==> src/rtl/core/akd_pkg.sv <==
`timescale 1ns / 1ps
// ----------------------------------------------------------------------------
// akd_pkg
// Shared types, codes and constants of the ladder ADC key debouncer.
// ----------------------------------------------------------------------------
package akd_pkg;

    // key count, key positions and field widths
    localparam int NUM_KEYS   = 6;
    localparam int NUM_LADDER = 4;
    localparam int INFRA_IDX  = 5;
    localparam int ADC_SHIFT  = 2;
    localparam int ADC_W      = 10;
    localparam int CODE_W     = 8;
    localparam int COUNT_W    = 9;
    localparam int IDX_W      = 3;

    // active level of each key, bit i for key i+1 (infrared is active high)
    localparam logic [NUM_KEYS-1:0] KEY_ACTIVE = 6'b100000;
    // keys whose active stable level survives a stable read
    localparam logic [NUM_KEYS-1:0] KEY_KEEP   = 6'b100000;

    // configuration register reset values
    localparam logic [7:0] K1_CENTER_RST  = 8'd32;
    localparam logic [7:0] K2_CENTER_RST  = 8'd96;
    localparam logic [7:0] K3_CENTER_RST  = 8'd160;
    localparam logic [7:0] K4_CENTER_RST  = 8'd224;
    localparam logic [7:0] WINDOW_RST     = 8'd8;
    localparam logic [7:0] DEB_TICKS_RST  = 8'd5;
    localparam logic       INFRA_EN_RST   = 1'b1;

    // configuration register indexes
    typedef enum logic [2:0] {
        REG_K1_CENTER   = 3'd0,
        REG_K2_CENTER   = 3'd1,
        REG_K3_CENTER   = 3'd2,
        REG_K4_CENTER   = 3'd3,
        REG_WINDOW      = 3'd4,
        REG_DEB_TICKS   = 3'd5,
        REG_INFRA_EN    = 3'd6,
        REG_UNUSED      = 3'd7
    } reg_idx_t;

    // request opcodes
    typedef enum logic [1:0] {
        OP_SAMPLE   = 2'd0,
        OP_READ_CUR = 2'd1,
        OP_READ_STB = 2'd2,
        OP_NOP      = 2'd3
    } op_t;

    // per-key level codes
    typedef enum logic [1:0] {
        LVL_LOW  = 2'd0,
        LVL_HIGH = 2'd1,
        LVL_NONE = 2'd2,
        LVL_RSVD = 2'd3
    } lvl_t;

    // reported key status
    typedef enum logic [1:0] {
        ST_INACTIVE = 2'd0,
        ST_ACTIVE   = 2'd1,
        ST_UNSTABLE = 2'd2,
        ST_RSVD     = 2'd3
    } status_t;

    // command into one debounce lane
    typedef struct packed {
        logic tick;
        logic level_in;
        logic stable_rd;
    } lane_cmd_t;

    // what one lane reports to the merge stage
    typedef struct packed {
        logic    cur_active;
        logic    cur_high;
        status_t stable_code;
    } lane_stat_t;

    // code inside [max(0, center - window), min(255, center + window)]
    function automatic logic in_window(
        input logic [CODE_W-1:0] code,
        input logic [CODE_W-1:0] center,
        input logic [CODE_W-1:0] window
    );
        logic [CODE_W:0]   sum;
        logic [CODE_W-1:0] hi;
        logic [CODE_W-1:0] lo;
        sum = {1'b0, center} + {1'b0, window};
        hi  = sum[CODE_W] ? {CODE_W{1'b1}} : sum[CODE_W-1:0];
        lo  = (center > window) ? center - window : '0;
        return (code <= hi) && (code >= lo);
    endfunction

endpackage

==> src/rtl/core/akd_ladder_dec.sv <==
`timescale 1ns / 1ps
// ----------------------------------------------------------------------------
// akd_ladder_dec
// Turns one ladder ADC sample into the raw levels of the four ladder keys.
// ----------------------------------------------------------------------------
module akd_ladder_dec (
    input  logic [akd_pkg::ADC_W-1:0]      adc_sample,
    input  logic [akd_pkg::CODE_W-1:0]     center [akd_pkg::NUM_LADDER],
    input  logic [akd_pkg::CODE_W-1:0]     window,
    output logic [akd_pkg::NUM_LADDER-1:0] ladder_lvl
);
    import akd_pkg::*;

    logic [ADC_W-1:0]      shifted;
    logic [CODE_W-1:0]     code;
    logic [NUM_LADDER-1:0] hit;

    // scale the sample down to an 8-bit code
    assign shifted = adc_sample >> ADC_SHIFT;
    assign code    = shifted[CODE_W-1:0];

    // window compare for every ladder key in parallel
    always_comb begin
        for (int i = 0; i < NUM_LADDER; i++) begin
            hit[i] = in_window(code, center[i], window);
        end
    end

    // first matching key is pressed (low), the others read high
    always_comb begin
        ladder_lvl = '1;
        for (int i = NUM_LADDER - 1; i >= 0; i--) begin
            if (hit[i]) begin
                ladder_lvl    = '1;
                ladder_lvl[i] = 1'b0;
            end
        end
    end

endmodule

==> src/rtl/core/akd_lane.sv <==
`timescale 1ns / 1ps
// ----------------------------------------------------------------------------
// akd_lane
// Debounce lane of one key: last level, run counter and latched level.
// ----------------------------------------------------------------------------
module akd_lane (
    input  logic               aclk,
    input  logic               aresetn,
    input  akd_pkg::lane_cmd_t cmd,
    input  logic [7:0]         debounce_ticks,
    input  logic               active_level,
    input  logic               keep_active,
    output akd_pkg::lane_stat_t stat
);
    import akd_pkg::*;

    lvl_t               level_reg,  level_next;
    lvl_t               stable_reg, stable_next;
    logic [COUNT_W-1:0] count_reg,  count_next;
    lvl_t               lvl_new;
    lvl_t               act;
    logic [COUNT_W-1:0] ticks_ext;

    assign lvl_new   = cmd.level_in ? LVL_HIGH : LVL_LOW;
    assign act       = active_level ? LVL_HIGH : LVL_LOW;
    assign ticks_ext = {1'b0, debounce_ticks};

    // debounce update on a tick, latched level cleared on a stable read unless it is a kept active level
    always_comb begin
        level_next  = level_reg;
        stable_next = stable_reg;
        count_next  = count_reg;
        if (cmd.tick) begin
            level_next = lvl_new;
            if (lvl_new != level_reg) begin
                count_next  = '0;
                stable_next = LVL_NONE;
            end else if (count_reg < ticks_ext) begin
                count_next = count_reg + COUNT_W'(1);
            end else if (count_reg == ticks_ext) begin
                stable_next = lvl_new;
                count_next  = count_reg + COUNT_W'(1);
            end
        end else if (cmd.stable_rd) begin
            if (!(keep_active && stable_reg == act)) begin
                stable_next = LVL_NONE;
            end
        end
    end

    // lane state
    always_ff @(posedge aclk) begin
        if (!aresetn) begin
            level_reg  <= LVL_NONE;
            stable_reg <= LVL_NONE;
            count_reg  <= '0;
        end else begin
            level_reg  <= level_next;
            stable_reg <= stable_next;
            count_reg  <= count_next;
        end
    end

    // status seen by the merge stage
    always_comb begin
        stat.cur_active = (level_reg == act);
        stat.cur_high   = (level_reg == LVL_HIGH);
        if (stable_reg == act) begin
            stat.stable_code = ST_ACTIVE;
        end else if (stable_reg == LVL_NONE) begin
            stat.stable_code = ST_UNSTABLE;
        end else begin
            stat.stable_code = ST_INACTIVE;
        end
    end

endmodule

==> src/rtl/core/akd_merge.sv <==
`timescale 1ns / 1ps
// ----------------------------------------------------------------------------
// akd_merge
// Picks the answer of the addressed lane, builds the level bitmap and holds
// results in an output register with a skid stage.
// ----------------------------------------------------------------------------
module akd_merge (
    input  logic                          aclk,
    input  logic                          aresetn,
    input  logic                          accept,
    input  akd_pkg::op_t                  op,
    input  logic [akd_pkg::IDX_W-1:0]     key_idx,
    input  logic                          id_valid,
    input  logic                          infra_en,
    input  akd_pkg::lane_stat_t           stats [akd_pkg::NUM_KEYS],
    input  logic [akd_pkg::NUM_KEYS-1:0]  new_levels,
    output logic                          in_ready,
    output logic                          m_tvalid,
    input  logic                          m_tready,
    output logic [7:0]                    m_tdata   // key_status[1:0], current_levels[7:2]
);
    import akd_pkg::*;

    status_t             status;
    logic [NUM_KEYS-1:0] bitmap;
    logic [7:0]          result;
    logic [7:0]          out_reg,  skid_reg;
    logic                out_valid_reg, skid_valid_reg;
    logic                masked;

    // infrared key answers inactive while disabled
    assign masked = (key_idx == IDX_W'(INFRA_IDX)) && !infra_en;

    // answer of the addressed lane
    always_comb begin
        status = ST_INACTIVE;
        for (int i = 0; i < NUM_KEYS; i++) begin
            if (id_valid && !masked && key_idx == IDX_W'(i)) begin
                if (op == OP_READ_CUR) begin
                    status = stats[i].cur_active ? ST_ACTIVE : ST_INACTIVE;
                end else if (op == OP_READ_STB) begin
                    status = stats[i].stable_code;
                end
            end
        end
    end

    // level bitmap after this request
    always_comb begin
        for (int i = 0; i < NUM_KEYS; i++) begin
            bitmap[i] = (op == OP_SAMPLE) ? new_levels[i] : stats[i].cur_high;
        end
    end

    assign result = {bitmap, status};

    // output register with skid stage
    always_ff @(posedge aclk) begin
        if (!aresetn) begin
            out_valid_reg  <= 1'b0;
            skid_valid_reg <= 1'b0;
        end else begin
            if (!out_valid_reg || m_tready) begin
                if (skid_valid_reg) begin
                    out_valid_reg  <= 1'b1;
                    skid_valid_reg <= 1'b0;
                end else begin
                    out_valid_reg <= accept;
                end
            end else if (accept) begin
                skid_valid_reg <= 1'b1;
            end
        end
    end

    // payload of output and skid stage
    always_ff @(posedge aclk) begin
        if (!out_valid_reg || m_tready) begin
            if (skid_valid_reg) begin
                out_reg <= skid_reg;
            end else if (accept) begin
                out_reg <= result;
            end
        end else if (accept) begin
            skid_reg <= result;
        end
    end

    assign in_ready = !skid_valid_reg;
    assign m_tvalid = out_valid_reg;
    assign m_tdata  = out_reg;

endmodule

==> src/rtl/core/adc_ladder_key_debouncer_top.sv <==
`timescale 1ns / 1ps
// ----------------------------------------------------------------------------
// adc_ladder_key_debouncer_top
// Six-key debouncer: four keys from a resistor ladder ADC, two direct pins.
// ----------------------------------------------------------------------------
// Takes one request per clock cycle while s_tready is high and answers every
// request with one result. Six debounce lanes, one per key, update together
// on a sample tick; a read addresses one lane and the merge stage selects
// its answer. The result sits in an output register backed by a skid
// stage, so s_tready is registered and stays high while up to one result
// waits on a stalled output. Configuration is over APB at byte address
// 4*i: ladder centers 1-4, match window, debounce ticks, infrared enable.
// ----------------------------------------------------------------------------
module adc_ladder_key_debouncer_top (
    input  logic        aclk,
    input  logic        aresetn,
    // request channel
    input  logic        s_tvalid,
    output logic        s_tready,
    input  logic [15:0] s_tdata,   // adc_sample[9:0], pin_key5[10], pin_infra[11],
                                   // key_id[14:12], zero[15]
    input  logic [1:0]  s_tuser,   // opcode[1:0]
    // result channel
    output logic        m_tvalid,
    input  logic        m_tready,
    output logic [7:0]  m_tdata,   // key_status[1:0], current_levels[7:2]
    // configuration port
    input  logic        psel,
    input  logic        penable,
    input  logic        pwrite,
    input  logic [4:0]  paddr,
    input  logic [31:0] pwdata,
    output logic [31:0] prdata,
    output logic        pready
);
    import akd_pkg::*;

    logic [CODE_W-1:0]     center_reg [NUM_LADDER];
    logic [CODE_W-1:0]     window_reg;
    logic [7:0]            ticks_reg;
    logic                  infra_en_reg;
    reg_idx_t              reg_idx;
    logic                  cfg_wr;

    logic                  accept;
    op_t                   op;
    logic [ADC_W-1:0]      adc_sample;
    logic                  pin_key5;
    logic                  pin_infra;
    logic [IDX_W-1:0]      key_id;
    logic [IDX_W-1:0]      key_idx;
    logic                  id_valid;
    logic [NUM_LADDER-1:0] ladder_lvl;
    logic [NUM_KEYS-1:0]   new_levels;
    lane_cmd_t             cmds  [NUM_KEYS];
    lane_stat_t            stats [NUM_KEYS];

    // request fields
    assign op         = op_t'(s_tuser);
    assign adc_sample = s_tdata[9:0];
    assign pin_key5   = s_tdata[10];
    assign pin_infra  = s_tdata[11];
    assign key_id     = s_tdata[14:12];
    assign key_idx    = key_id - IDX_W'(1);
    assign id_valid   = (key_id >= IDX_W'(1)) && (key_id <= IDX_W'(NUM_KEYS));
    assign accept     = s_tvalid && s_tready;

    // configuration registers
    assign pready  = 1'b1;
    assign reg_idx = reg_idx_t'(paddr[4:2]);
    assign cfg_wr  = psel && penable && pwrite && pready;

    always_ff @(posedge aclk) begin
        if (!aresetn) begin
            center_reg[0] <= K1_CENTER_RST;
            center_reg[1] <= K2_CENTER_RST;
            center_reg[2] <= K3_CENTER_RST;
            center_reg[3] <= K4_CENTER_RST;
            window_reg    <= WINDOW_RST;
            ticks_reg     <= DEB_TICKS_RST;
            infra_en_reg  <= INFRA_EN_RST;
        end else if (cfg_wr) begin
            unique case (reg_idx)
                REG_K1_CENTER: center_reg[0] <= pwdata[7:0];
                REG_K2_CENTER: center_reg[1] <= pwdata[7:0];
                REG_K3_CENTER: center_reg[2] <= pwdata[7:0];
                REG_K4_CENTER: center_reg[3] <= pwdata[7:0];
                REG_WINDOW:    window_reg    <= pwdata[7:0];
                REG_DEB_TICKS: ticks_reg     <= pwdata[7:0];
                REG_INFRA_EN:  infra_en_reg  <= pwdata[0];
                default: ;
            endcase
        end
    end

    // register readback
    always_comb begin
        unique case (reg_idx)
            REG_K1_CENTER: prdata = {24'd0, center_reg[0]};
            REG_K2_CENTER: prdata = {24'd0, center_reg[1]};
            REG_K3_CENTER: prdata = {24'd0, center_reg[2]};
            REG_K4_CENTER: prdata = {24'd0, center_reg[3]};
            REG_WINDOW:    prdata = {24'd0, window_reg};
            REG_DEB_TICKS: prdata = {24'd0, ticks_reg};
            REG_INFRA_EN:  prdata = {31'd0, infra_en_reg};
            default:       prdata = '0;
        endcase
    end

    // ladder decode
    akd_ladder_dec u_ladder_dec (
        .adc_sample (adc_sample),
        .center     (center_reg),
        .window     (window_reg),
        .ladder_lvl (ladder_lvl)
    );

    assign new_levels = {pin_infra, pin_key5, ladder_lvl};

    // one debounce lane per key
    for (genvar g = 0; g < NUM_KEYS; g++) begin : g_lane
        assign cmds[g].tick      = accept && (op == OP_SAMPLE);
        assign cmds[g].level_in  = new_levels[g];
        assign cmds[g].stable_rd = accept && (op == OP_READ_STB) && id_valid
                                   && (key_idx == IDX_W'(g))
                                   && !((g == INFRA_IDX) && !infra_en_reg);

        akd_lane u_lane (
            .aclk           (aclk),
            .aresetn        (aresetn),
            .cmd            (cmds[g]),
            .debounce_ticks (ticks_reg),
            .active_level   (KEY_ACTIVE[g]),
            .keep_active    (KEY_KEEP[g]),
            .stat           (stats[g])
        );
    end

    // answer selection and output staging
    akd_merge u_merge (
        .aclk       (aclk),
        .aresetn    (aresetn),
        .accept     (accept),
        .op         (op),
        .key_idx    (key_idx),
        .id_valid   (id_valid),
        .infra_en   (infra_en_reg),
        .stats      (stats),
        .new_levels (new_levels),
        .in_ready   (s_tready),
        .m_tvalid   (m_tvalid),
        .m_tready   (m_tready),
        .m_tdata    (m_tdata)
    );

endmodule

==> config.mk <==
export PLATFORM = sky130hd
export DESIGN_NAME = adc_ladder_key_debouncer_top
export DESIGN_NICKNAME = d
export VERILOG_FILES = /design/src/rtl/core/akd_pkg.sv /design/src/rtl/core/akd_ladder_dec.sv /design/src/rtl/core/akd_lane.sv /design/src/rtl/core/akd_merge.sv /design/src/rtl/core/adc_ladder_key_debouncer_top.sv
export SDC_FILE = /design/constraint.sdc
export NUM_CORES = 1
export LEC_CHECK = 0
export ABC_AREA = 1
export BUFFER_PORTS_ARGS = -buffer_cell sky130_fd_sc_hd__buf_2
export CAP_MARGIN = 20
export CORE_MARGIN = 5
export CORE_UTILIZATION = 31
export CTS_CLUSTER_DIAMETER = 40
export DETAILED_ROUTE_END_ITERATION = 10
export GPL_TIMING_DRIVEN = 0
export PLACE_DENSITY = 0.44
export SLEW_MARGIN = 20
export SYNTH_ARGS = -nofsm -noshare
export SYNTH_HDL_FRONTEND = slang
export SYNTH_SLANG_ARGS = --single-unit
export TNS_END_PERCENT = 30
==> constraint.sdc <==
create_clock -name aclk -period 4.4 [get_ports aclk]
set_input_delay 1.1 -clock aclk [delete_from_list [all_inputs] [get_ports aclk]]
set_output_delay 1.1 -clock aclk [all_outputs]
set_load 0.02 [all_outputs]
==> results of run 1 <==
==> worst paths after layout <==
kind                                  from                             to  slack [ps]  depth (start not counted)
max reg2reg                  window_reg[7]  g_lane[2].u_lane.count_reg[2]         350                         21
max                          window_reg[7]  g_lane[2].u_lane.count_reg[2]         350                         21
min          g_lane[5].u_lane.level_reg[0]  g_lane[5].u_lane.level_reg[0]         470                          2
min reg2reg  g_lane[5].u_lane.level_reg[0]  g_lane[5].u_lane.level_reg[0]         470                          2
==> synthesized netlist by cell type (13+ instances only) <==
| cell | count |
|---|---|
| nand2_1 | 327 |
| nor2_1 | 230 |
| ha_1 | 182 |
| inv_1 | 178 |
| a21oi_1 | 173 |
| dfxtp_1 | 124 |
| o21ai_0 | 110 |
| nand3_1 | 83 |
| xor2_1 | 36 |
| nand4_1 | 34 |
| buf_4 | 25 |
| inv_2 | 24 |
| nor3_1 | 22 |
| edfxtp_1 | 16 |
| clkbuf_1 | 13 |
==> cell families (layout without fill, tap and decap cells) <==
logic type | Yosys count | after routing | share of synthesized area (%)
other cells | 2 | 25 | 0.0608
compound gates | 357 | 357 | 16.4
xor+xnor | 41 | 41 | 2.91
buf+inv | 248 | 354 | 8.40
flops | 140 | 140 | 24.0
simple gates | 771 | 771 | 28.5
fa+ha+maj | 190 | 190 | 19.7
==> worst register-to-register path: stages (launching register included) <==
cell,delay [ps]
dfxtp_1,580
inv_1,330
ha_1,490
inv_1,80
nor4_1,330
nand4_1,150
nand2_2,160
a21oi_1,50
o21ai_0,90
ha_1,270
a21o_1,180
nor2_2,140
nand3_2,130
nand2_4,130
nand2_4,70
o21bai_2,150
nand3_4,180
nand2_8,170
nand2_4,90
nand2_1,80
nand2_1,40
nor2_1,100
==> routing by layer <==
layer,GRT usage [%],share of wire [%],vias up
li1,-,-,6070
met1,26.0,50,5344
met2,30.5,46,167
met3,1.64,2.6,35
met4,4.07,1.5,0
met5,0,0,-
==> timing repair <==
| action | 4_1_cts | 5_1_grt |
|---|---|---|
| gates resized for setup | 12 | 55 |
| setup endpoints to repair | 56 | 51 |
| pin swaps | 0 | 17 |
| buffers inserted | 12 | 12 |
==> power breakdown <==
part | internal [W] | switching (W)
registers | 0.00132 | 0.0000376
clock network | 0.000844 | 0.000638
logic | 0.000224 | 0.000435
==> stage by stage <==
| stage | power, W | cells | util (%) | worst slack, ps |
|---|---|---|---|---|
| after floorplan | 0.00182 | 1772 | - | 571 |
| after global placement | 0.00202 | 2347 | 33.7 | -759 |
| after global routing | 0.00367 | 2403 | 36.3 | -23.4 |
| final | 0.00350 | 2403 | 36.3 | 350 |
| after CTS | 0.00352 | 2391 | 35.5 | 8.06 |
| after detailed placement | 0.00203 | 2347 | 33.7 | -768 |
==> area by class of cell <==
type | count | share of cell area (%)
inverters | 203 | 5.38
well taps | 525 | 4.57
clock buffers | 17 | 2.96
flip-flops and latches | 140 | 20.8
multi-input cells | 1384 | 60.2
clock inverters | 15 | 1.14
repair buffers | 74 | 3.08
plain buffers | 45 | 1.92
==> impl_metrics.json, run 1 <==
{
  "die_h_um": 210,
  "cp.arrival_ps": 4410,
  "crit_top_cell": "nand2_4",
  "seq_area_um2": 2980,
  "relSlewSlack_pct": 45.0,
  "wl_per_cell_um": 17.0,
  "wl_um": 40900,
  "via_per_inst": 4.83,
  "ys_seq_area_share_pct": 24.0,
  "antenna_found_initial": 0,
  "dr.pass1.iters": 4,
  "endpoint_kind": "register",
  "cts_tree": "done",
  "ys_top_cells_by_area": "dfxtp_1, ha_1, nand2_1",
  "fin_crit_ps": 4050,
  "die_area_um2": 43900,
  "worst_pin_slew_ps": 823,
  "path_class": "reg2reg",
  "critPathRequiredTime_ps": 4760,
  "p_per_area_nw_per_um2": 244,
  "num_antenna_cells": 0,
  "place.gp.congestion": 0.887,
  "final_common_cell": "nand2_1",
  "finalHoldViolations": 0,
  "cts-htree-levels": 4,
  "grt_pass1_wl_um": 63300,
  "postCtsHoldBufs": 0,
  "avgSynthCellArea_um2": 7.06,
  "fillerInstances": 4237,
  "clockBufferDepth": 2,
  "slowest_delay_ps": 580,
  "yosys_most_used_dff": "dfxtp_1",
  "fin_skew_ps": 13.2,
  "final_layout_size_suffix_gt1_share_pct": 14.1,
  "crit_fanout": 9,
  "drv_cap": 0,
  "port_buffers": 50,
  "area_growth_pct": 16.4,
  "syn-instance-count": 1749,
  "slowest_stage": "dfxtp_1",
  "cp_num_buf_inv": 2,
  "fmax_mhz": 247,
  "setup_violations": 0,
  "ys_warn_count": 0,
  "clock_latency_ps": 430,
  "fin_area_um2": 14400,
  "die_w_um": 210,
  "ioPinCount": 105,
  "antenna_left": 0,
  "multi_input_area_um2": 8640,
  "via_count": 11616,
  "synth_top_area_share_pct": 20.1,
  "grt_usage_pct": 18.4,
  "yosysTopAreaCell": "dfxtp_1",
  "leakage_nw": 6.69,
  "fin_crit_sh_pct": 92.1,
  "layout_common_cells": "nand2_1, nor2_1, ha_1, inv_1, a21oi_1",
  "finalSetupTns_ps": 0,
  "worst_setup_path_start_kind": "register",
  "drc": 0,
  "cts_sinks": 140,
  "outcome": "complete, no violations",
  "initial_core_util_pct": 31.2,
  "fin_nets": 2117,
  "overflow": 0,
  "synth_seq_cells": 140,
  "grt_max_degree": 17,
  "synth-edff-count": 16,
  "synthArstFlopShare_pct": 0,
  "first_iter_violations": 691,
  "place_hpwl_um": 31700,
  "drv_slew": 0,
  "syn-cell-area_um2": 12300,
  "clk_pin_slew_ps": 70,
  "largest_reg_flops": 54,
  "synthDistinctLibCells": 59,
  "row_count": 73,
  "cts_root_buffer": "clkbuf_16",
  "core_um2": 39500,
  "peakVddDrop_mv": 0.186,
  "cts_buffers": 17,
  "cpLargestDelayFamily": "simple AND/OR/NAND/NOR gates",
  "grt_pass1_vias": 11048,
  "hold-worst-slack_ps": 470,
  "hp-class": "reg2reg",
  "cp_cell_sequence": "inv_1, ha_1, inv_1, nor4_1, nand4_1, nand2_2, a21oi_1, o21ai_0, ha_1, a21o_1, nor2_2, nand3_2, nand2_4, nand2_4, o21bai_2, nand3_4, nand2_8, nand2_4, nand2_1, nand2_1, nor2_1",
  "dpl_cell_area_um2": 13300
}
Power figures use the tool's default switching activity.
==> run 2: changes to the inputs <==
CORE_ASPECT_RATIO = 1.5   (was default)
==> run 2 against run 1 <==
  * Hold slack got worse by 6.1 ps
  * Sequential share of layout area grew 0.14 points
  * Critical endpoint is now g_lane[3].u_lane.count_reg[6]
  * Critical path depth grew 6
  * Worst setup slack got worse by 69 ps
  * Flip-flop and latch count did not move
  * Largest power group is now sequential cells
  * Power decreased by 4.4%
  * First-iteration DRC count down 23%
  * Utilization decreased by 0.13 points
  * Count of clock-buffer cells in the layout grew 2
  * Final area fell by 0.69%
==> impl_metrics.json, run 2 (synthesized netlist as in run 1, its figures left out) <==
{
  "grt_pass1_wl_um": 65900,
  "grt_pass1_vias": 11938,
  "row_count": 89,
  "grt_usage_pct": 19.3,
  "dr.pass1.iters": 5,
  "setup_violations": 0,
  "peakVddDrop_mv": 0.267,
  "via_per_inst": 5.01,
  "finalSetupTns_ps": 0,
  "hold-worst-slack_ps": 464,
  "p_int_w": 0.00226,
  "clk_pin_slew_ps": 60,
  "cts-htree-levels": 4,
  "cts_sinks": 140,
  "p_switching_w": 0.00109,
  "endpoint_kind": "register",
  "drv_slew": 0,
  "fillerInstances": 4318,
  "fmax_mhz": 243,
  "antenna_left": 0,
  "worst_setup_path_start_kind": "register",
  "via_count": 11908,
  "crit_fanout": 7,
  "relSlewSlack_pct": 39.4,
  "p_sw_share_pct": 32.5,
  "antenna_found_initial": 1,
  "postCtsHoldBufs": 0,
  "wl_per_cell_um": 18.1,
  "met2_length_um": 23400,
  "final_common_cell": "nand2_1",
  "cts_buffers": 17,
  "final_layout_size_suffix_gt1_share_pct": 14.4,
  "outcome": "complete, no violations",
  "leakage_nw": 6.65,
  "met1Wirelength_um": 16700,
  "die_w_um": 173,
  "p_seq_share_pct": 40.6,
  "num_antenna_cells": 0,
  "worst_pin_slew_ps": 909,
  "hp-class": "reg2reg",
  "overflow": 0,
  "port_buffers": 50,
  "pwr-share-clk_pct": 39.2,
  "p_per_area_nw_per_um2": 235,
  "rsz0062_at_grt": "no",
  "grt_max_degree": 17,
  "clock_latency_ps": 440,
  "wl_um": 43000,
  "largest_reg_flops": 54,
  "initial_core_util_pct": 31.3,
  "place_hpwl_um": 34100,
  "cts_root_buffer": "clkbuf_16",
  "combPwrFrac_pct": 20.2,
  "fin_crit_ps": 4120,
  "path_class": "reg2reg",
  "ioPinCount": 105,
  "totalPowerFinal_w": 0.00334,
  "first_iter_violations": 529,
  "fin_area_um2": 14300,
  "fin_crit_sh_pct": 93.6,
  "dpl_cell_area_um2": 13300,
  "dr.max_layer_used": "met5",
  "critPathRequiredTime_ps": 4740,
  "area_growth_pct": 15.6,
  "die_h_um": 254,
  "layout_common_cells": "nand2_1, nor2_1, ha_1, inv_1, a21oi_1",
  "core_um2": 39400,
  "place.gp.congestion": 0.887,
  "die_area_um2": 44000,
  "finalHoldViolations": 0,
  "fin_nets": 2114,
  "fin_skew_ps": 11.1,
  "clockBufferDepth": 2,
  "wl_met3_um": 1160,
  "cts_tree": "done",
  "cp.arrival_ps": 4460,
  "drv_cap": 0,
  "drc": 0
}
## run 2: cell count changes in the layout (fill, tap and decap cells not counted), moves of 2 or more
cell / previous run / this run
a21oi_1: 166 / 157
a21oi_2: 8 / 17
buf_4: 48 / 46
bufinv_16: 2 / 0
clkbuf_1: 13 / 15
clkinv_1: 1 / 4
clkinv_2: 1 / 5
clkinvlp_4: 8 / 5
inv_6: 5 / 1
nand2_1: 323 / 320
nand2_2: 12 / 15
o21ai_0: 104 / 102
## run 2: path summary, 6_finish.rpt
path,to,cells after the start,slack [ps],start
worst min-delay path,g_lane[5].u_lane.level_reg[0],2,460,g_lane[5].u_lane.level_reg[0]
worst min register to register,g_lane[5].u_lane.level_reg[0],2,460,g_lane[5].u_lane.level_reg[0]
worst max register to register,g_lane[3].u_lane.count_reg[6],27,280,window_reg[3]
worst max-delay path,g_lane[3].u_lane.count_reg[6],27,280,window_reg[3]
## run 2: metal layers
layer | up-vias | track usage [%]
li1 | 6046 | -
met1 | 5583 | 20.0
met2 | 209 | 38.4
met3 | 68 | 2.68
met4 | 2 | 8.44
met5 | - | 0
## run 2: power groups by stage
| stage | clock, W | sequential [W] | combinational, W |
|---|---|---|---|
| after floorplan | 0 | 0.00138 | 0.000440 |
| after CTS | 0.00135 | 0.00136 | 0.000659 |
| final | 0.00131 | 0.00136 | 0.000677 |
| after global placement | 0 | 0.00139 | 0.000645 |
| after detailed placement | 0 | 0.00139 | 0.000652 |
| after global routing | 0.00139 | 0.00136 | 0.000764 |
## run 2: cell type report
cell class                      instances  area, um^2  share of cell area, %
Buffer                                 45         278                   1.95
Clock buffer                           19         433                   3.04
Clock inverter                         13        77.6                  0.544
Inverter                              203         776                   5.44
Multi-Input combinational cell       1385        8690                   60.9
Sequential cell                       140        2980                   20.9
Tap cell                              500         626                   4.39
Timing Repair Buffer                   70         400                   2.81
## run 2: critical path: stages, from the launching register on
cell,delay (ps)
dfxtp_4,420
clkinvlp_4,90
buf_4,190
ha_2,420
inv_2,90
a21oi_2,170
o31ai_4,100
a21oi_1,150
o21bai_1,120
buf_4,150
xor2_1,260
nor2_1,110
ha_1,280
nand2_1,70
nor2_2,120
nand2_1,60
nand2_1,60
nand2_2,80
nand2_4,130
inv_2,80
nor2_4,160
nand2_4,90
nand2_8,90
nand3_4,100
nand2_4,150
nand2_2,100
nor2_1,100
nor2_1,50
## run 2: per-stage QoR
stage | std cells | util [%] | setup WS, ps
2_1_floorplan | 1772 | - | 571
3_3_place_gp | 2322 | 33.7 | -858
3_5_place_dp | 2322 | 33.7 | -851
4_1_cts | 2362 | 35.3 | 38.9
5_1_grt | 2375 | 36.2 | 12.9
6_report | 2375 | 36.2 | 281
## run 2: repair_timing
action | CTS | global route
setup buffers | 8 | 12
resized for setup | 13 | 72
pin swaps | 0 | 23
cloned | 0 | 1
endpoints found under the setup margin | 56 | 49
hold endpoints to repair | 0 | 0
==> run 3: changes to the inputs <==
ABC_AREA = default   (was 1)
CORE_ASPECT_RATIO = 1.4   (was 1.5)
==> run 3 against run 2 <==
  * The flow now finishes with violations (setup timing)
  * Worst setup slack worse by 770 ps
  * Critical endpoint is now g_lane[2].u_lane.count_reg[3]
  * Non-clock buffer count up 96
  * Final area up 9.3%
  * Critical path type unchanged
  * Fmax down 16%
  * Sequential share of layout area down 1.7 points
  * First-iteration DRC count down 0.19%
  * Synthesized area down 1.0%
  * Utilization up 3.6 points
  * Sequential power down 3%
==> impl_metrics.json, run 3 <==
{
  "cts_tree": "done",
  "die_h_um": 245,
  "place_hpwl_um": 33500,
  "antenna_found_initial": 0,
  "fin_skew_ps": 10.8,
  "slowest_stage": "or4_1",
  "fin_nets": 1919,
  "first_iter_violations": 528,
  "peakVddDrop_mv": 0.291,
  "ys_seq_area_share_pct": 24.3,
  "wl_per_cell_um": 20.3,
  "synthTopCellsByCount": "ha_1, nand2_1, nor2_1",
  "cp_num_buf_inv": 4,
  "via_count": 11521,
  "synth-edff-count": 16,
  "worst_setup_path_start_kind": "register",
  "syn-cell-area_um2": 12200,
  "drv_cap": 0,
  "ys_top_cells_by_area": "dfxtp_1, ha_1, mux2i_1",
  "synthDistinctLibCells": 80,
  "cp_num_cells": 24,
  "finalHoldViolations": 0,
  "grt_pass1_vias": 11427,
  "avgSynthCellArea_um2": 8.23,
  "grt_pass1_wl_um": 67900,
  "critPathCapture": "g_lane[2].u_lane.count_reg[3]",
  "synth_seq_cells": 140,
  "wl_um": 44900,
  "crit_top_cell": "a21oi_2",
  "cp.arrival_ps": 5270,
  "clock_latency_ps": 450,
  "die_w_um": 178,
  "row_count": 86,
  "outcome": "finished, violations left",
  "crit_fanout": 5,
  "totalPowerFinal_w": 0.00340,
  "hp-class": "reg2reg",
  "yosys_most_used_dff": "dfxtp_1",
  "num_antenna_cells": 0,
  "rsz0062_at_grt": "yes",
  "leakage_nw": 6.37,
  "path_class": "reg2reg",
  "slowest_delay_ps": 480,
  "drv_slew": 0,
  "ioPinCount": 105,
  "endpoint_kind": "register",
  "cpLargestDelayFamily": "compound AO/OA/AOI/OAI gates",
  "cts_root_buffer": "clkbuf_16",
  "hold-worst-slack_ps": 480,
  "yosysTopAreaCell": "dfxtp_1",
  "worst_pin_slew_ps": 932,
  "core_um2": 39200,
  "critPathLaunch": "window_reg[0]",
  "die_area_um2": 43500,
  "finalSetupTns_ps": -15270,
  "hold_depth": 2,
  "initial_core_util_pct": 31.2,
  "worst_slack_ps": -492,
  "drc": 0,
  "cts_buffers": 17,
  "layout_common_cells": "ha_1, nand2_1, nor2_1, dfxtp_1, buf_4",
  "antenna_left": 0,
  "fin_area_um2": 15600,
  "grt_usage_pct": 20.3,
  "grt_max_degree": 17,
  "place.gp.congestion": 0.874,
  "fin_crit_ps": 4890,
  "rr_worst_depth": 24,
  "critPathRequiredTime_ps": 4780,
  "r2r-end": "g_lane[2].u_lane.count_reg[3]",
  "cts-htree-levels": 4,
  "fin_util_pct": 39.8,
  "fin_crit_sh_pct": 111,
  "violations": "setup timing",
  "p_per_area_nw_per_um2": 218,
  "dr.pass1.iters": 4,
  "clockBufferDepth": 2,
  "largest_reg_flops": 54,
  "regToRegStartpoint": "window_reg[0]",
  "area_growth_pct": 27.6,
  "dpl_cell_area_um2": 13300,
  "yosysMostFrequentCell": "ha_1",
  "rrSetupSlack_ps": -490,
  "clk_pin_slew_ps": 70,
  "overflow": 0,
  "synthArstFlopShare_pct": 0,
  "ys_warn_count": 0,
  "cp_cell_sequence": "buf_6, buf_8, ha_4, fa_2, nor2b_4, o21bai_4, a21oi_2, o21bai_1, a21oi_2, nor2_1, o21bai_2, nor2_1, ha_1, a21oi_2, a21boi_1, o21a_1, a2111oi_4, o221ai_4, buf_4, o31ai_4, a211oi_4, buf_4, or4_1, a21oi_2",
  "setup_violations": 46,
  "via_per_inst": 5.22,
  "synth_top_area_share_pct": 20.3,
  "port_buffers": 49,
  "final_common_cell": "ha_1",
  "fmax_mhz": 204,
  "syn-instance-count": 1484,
  "relSlewSlack_pct": 37.7,
  "final_layout_size_suffix_gt1_share_pct": 23.6,
  "cts_sinks": 140
}
run 3: cells by family after synthesis:
group / share of synthesized area (%)
adder cells (fa/ha/maj): 20.0
XOR/XNOR: 2.64
buffers and inverters: 5.14
AND/OR/NAND/NOR: 22.2
flip-flops: 24.3
AO/OA/AOI/OAI: 19.1
other: 0.0615
multiplexers: 6.64
run 3: layout make-up:
class | instances | area [um^2]
fillers | 4122 | 23600
multi-input cells | 1225 | 9620
flip-flops and latches | 140 | 2980
repair buffers | 145 | 1090
well taps | 528 | 661
clock buffers | 17 | 425
plain buffers | 66 | 357
inverters | 72 | 282
clock inverters | 15 | 161
run 3: worst min path at each step:
stage / slack (ps) / from / end
after CTS: 480 / g_lane[5].u_lane.level_reg[0] / g_lane[5].u_lane.level_reg[0]
after global placement: 470 / g_lane[5].u_lane.level_reg[0] / g_lane[5].u_lane.level_reg[0]
final: 480 / g_lane[5].u_lane.level_reg[0] / g_lane[5].u_lane.level_reg[0]
after floorplan: 450 / g_lane[1].u_lane.count_reg[8] / g_lane[1].u_lane.count_reg[8]
after global routing: 530 / g_lane[2].u_lane.stable_reg[1] / g_lane[2].u_lane.stable_reg[1]
after detailed placement: 470 / g_lane[5].u_lane.level_reg[0] / g_lane[5].u_lane.level_reg[0]
run 3: power by group:
group | switching (W) | leakage (nW) | internal [W]
Clock | 0.000637 | 0.285 | 0.000842
Sequential | 0.0000159 | 1.16 | 0.00131
Combinational | 0.000365 | 4.93 | 0.000236
run 3: metrics by stage:
| stage | worst slack, ps | std cells |
|---|---|---|
| after detailed placement | -1530 | 2086 |
| after floorplan | -176 | 1507 |
| after CTS | -462 | 2183 |
| final | -492 | 2208 |
| after global routing | -729 | 2208 |
| after global placement | -1590 | 2084 |
run 3: per-layer routing:
metal  track usage (%)  up-vias  part of all wire, %
li1                  -     5701                    -
met1              22.6     5515                   40
met5                 0        -                    0
met3              2.08       94                  3.0
met2              38.8      211                   53
met4              8.40        0                  4.8
run 3: tightest hold or removal path, stage by stage (launching register included):
cell and delay [ps]:
dfxtp_1 330, nand2_1 60, a21oi_1 50
run 3: repair_timing:
item / 4_1_cts / 5_1_grt
cloned: 1 / 0
hold buffers: 0 / 0
setup buffers: 68 / 26
resized for setup: 152 / 76
endpoints found under the setup margin: 56 / 55
pin swaps: 76 / 69
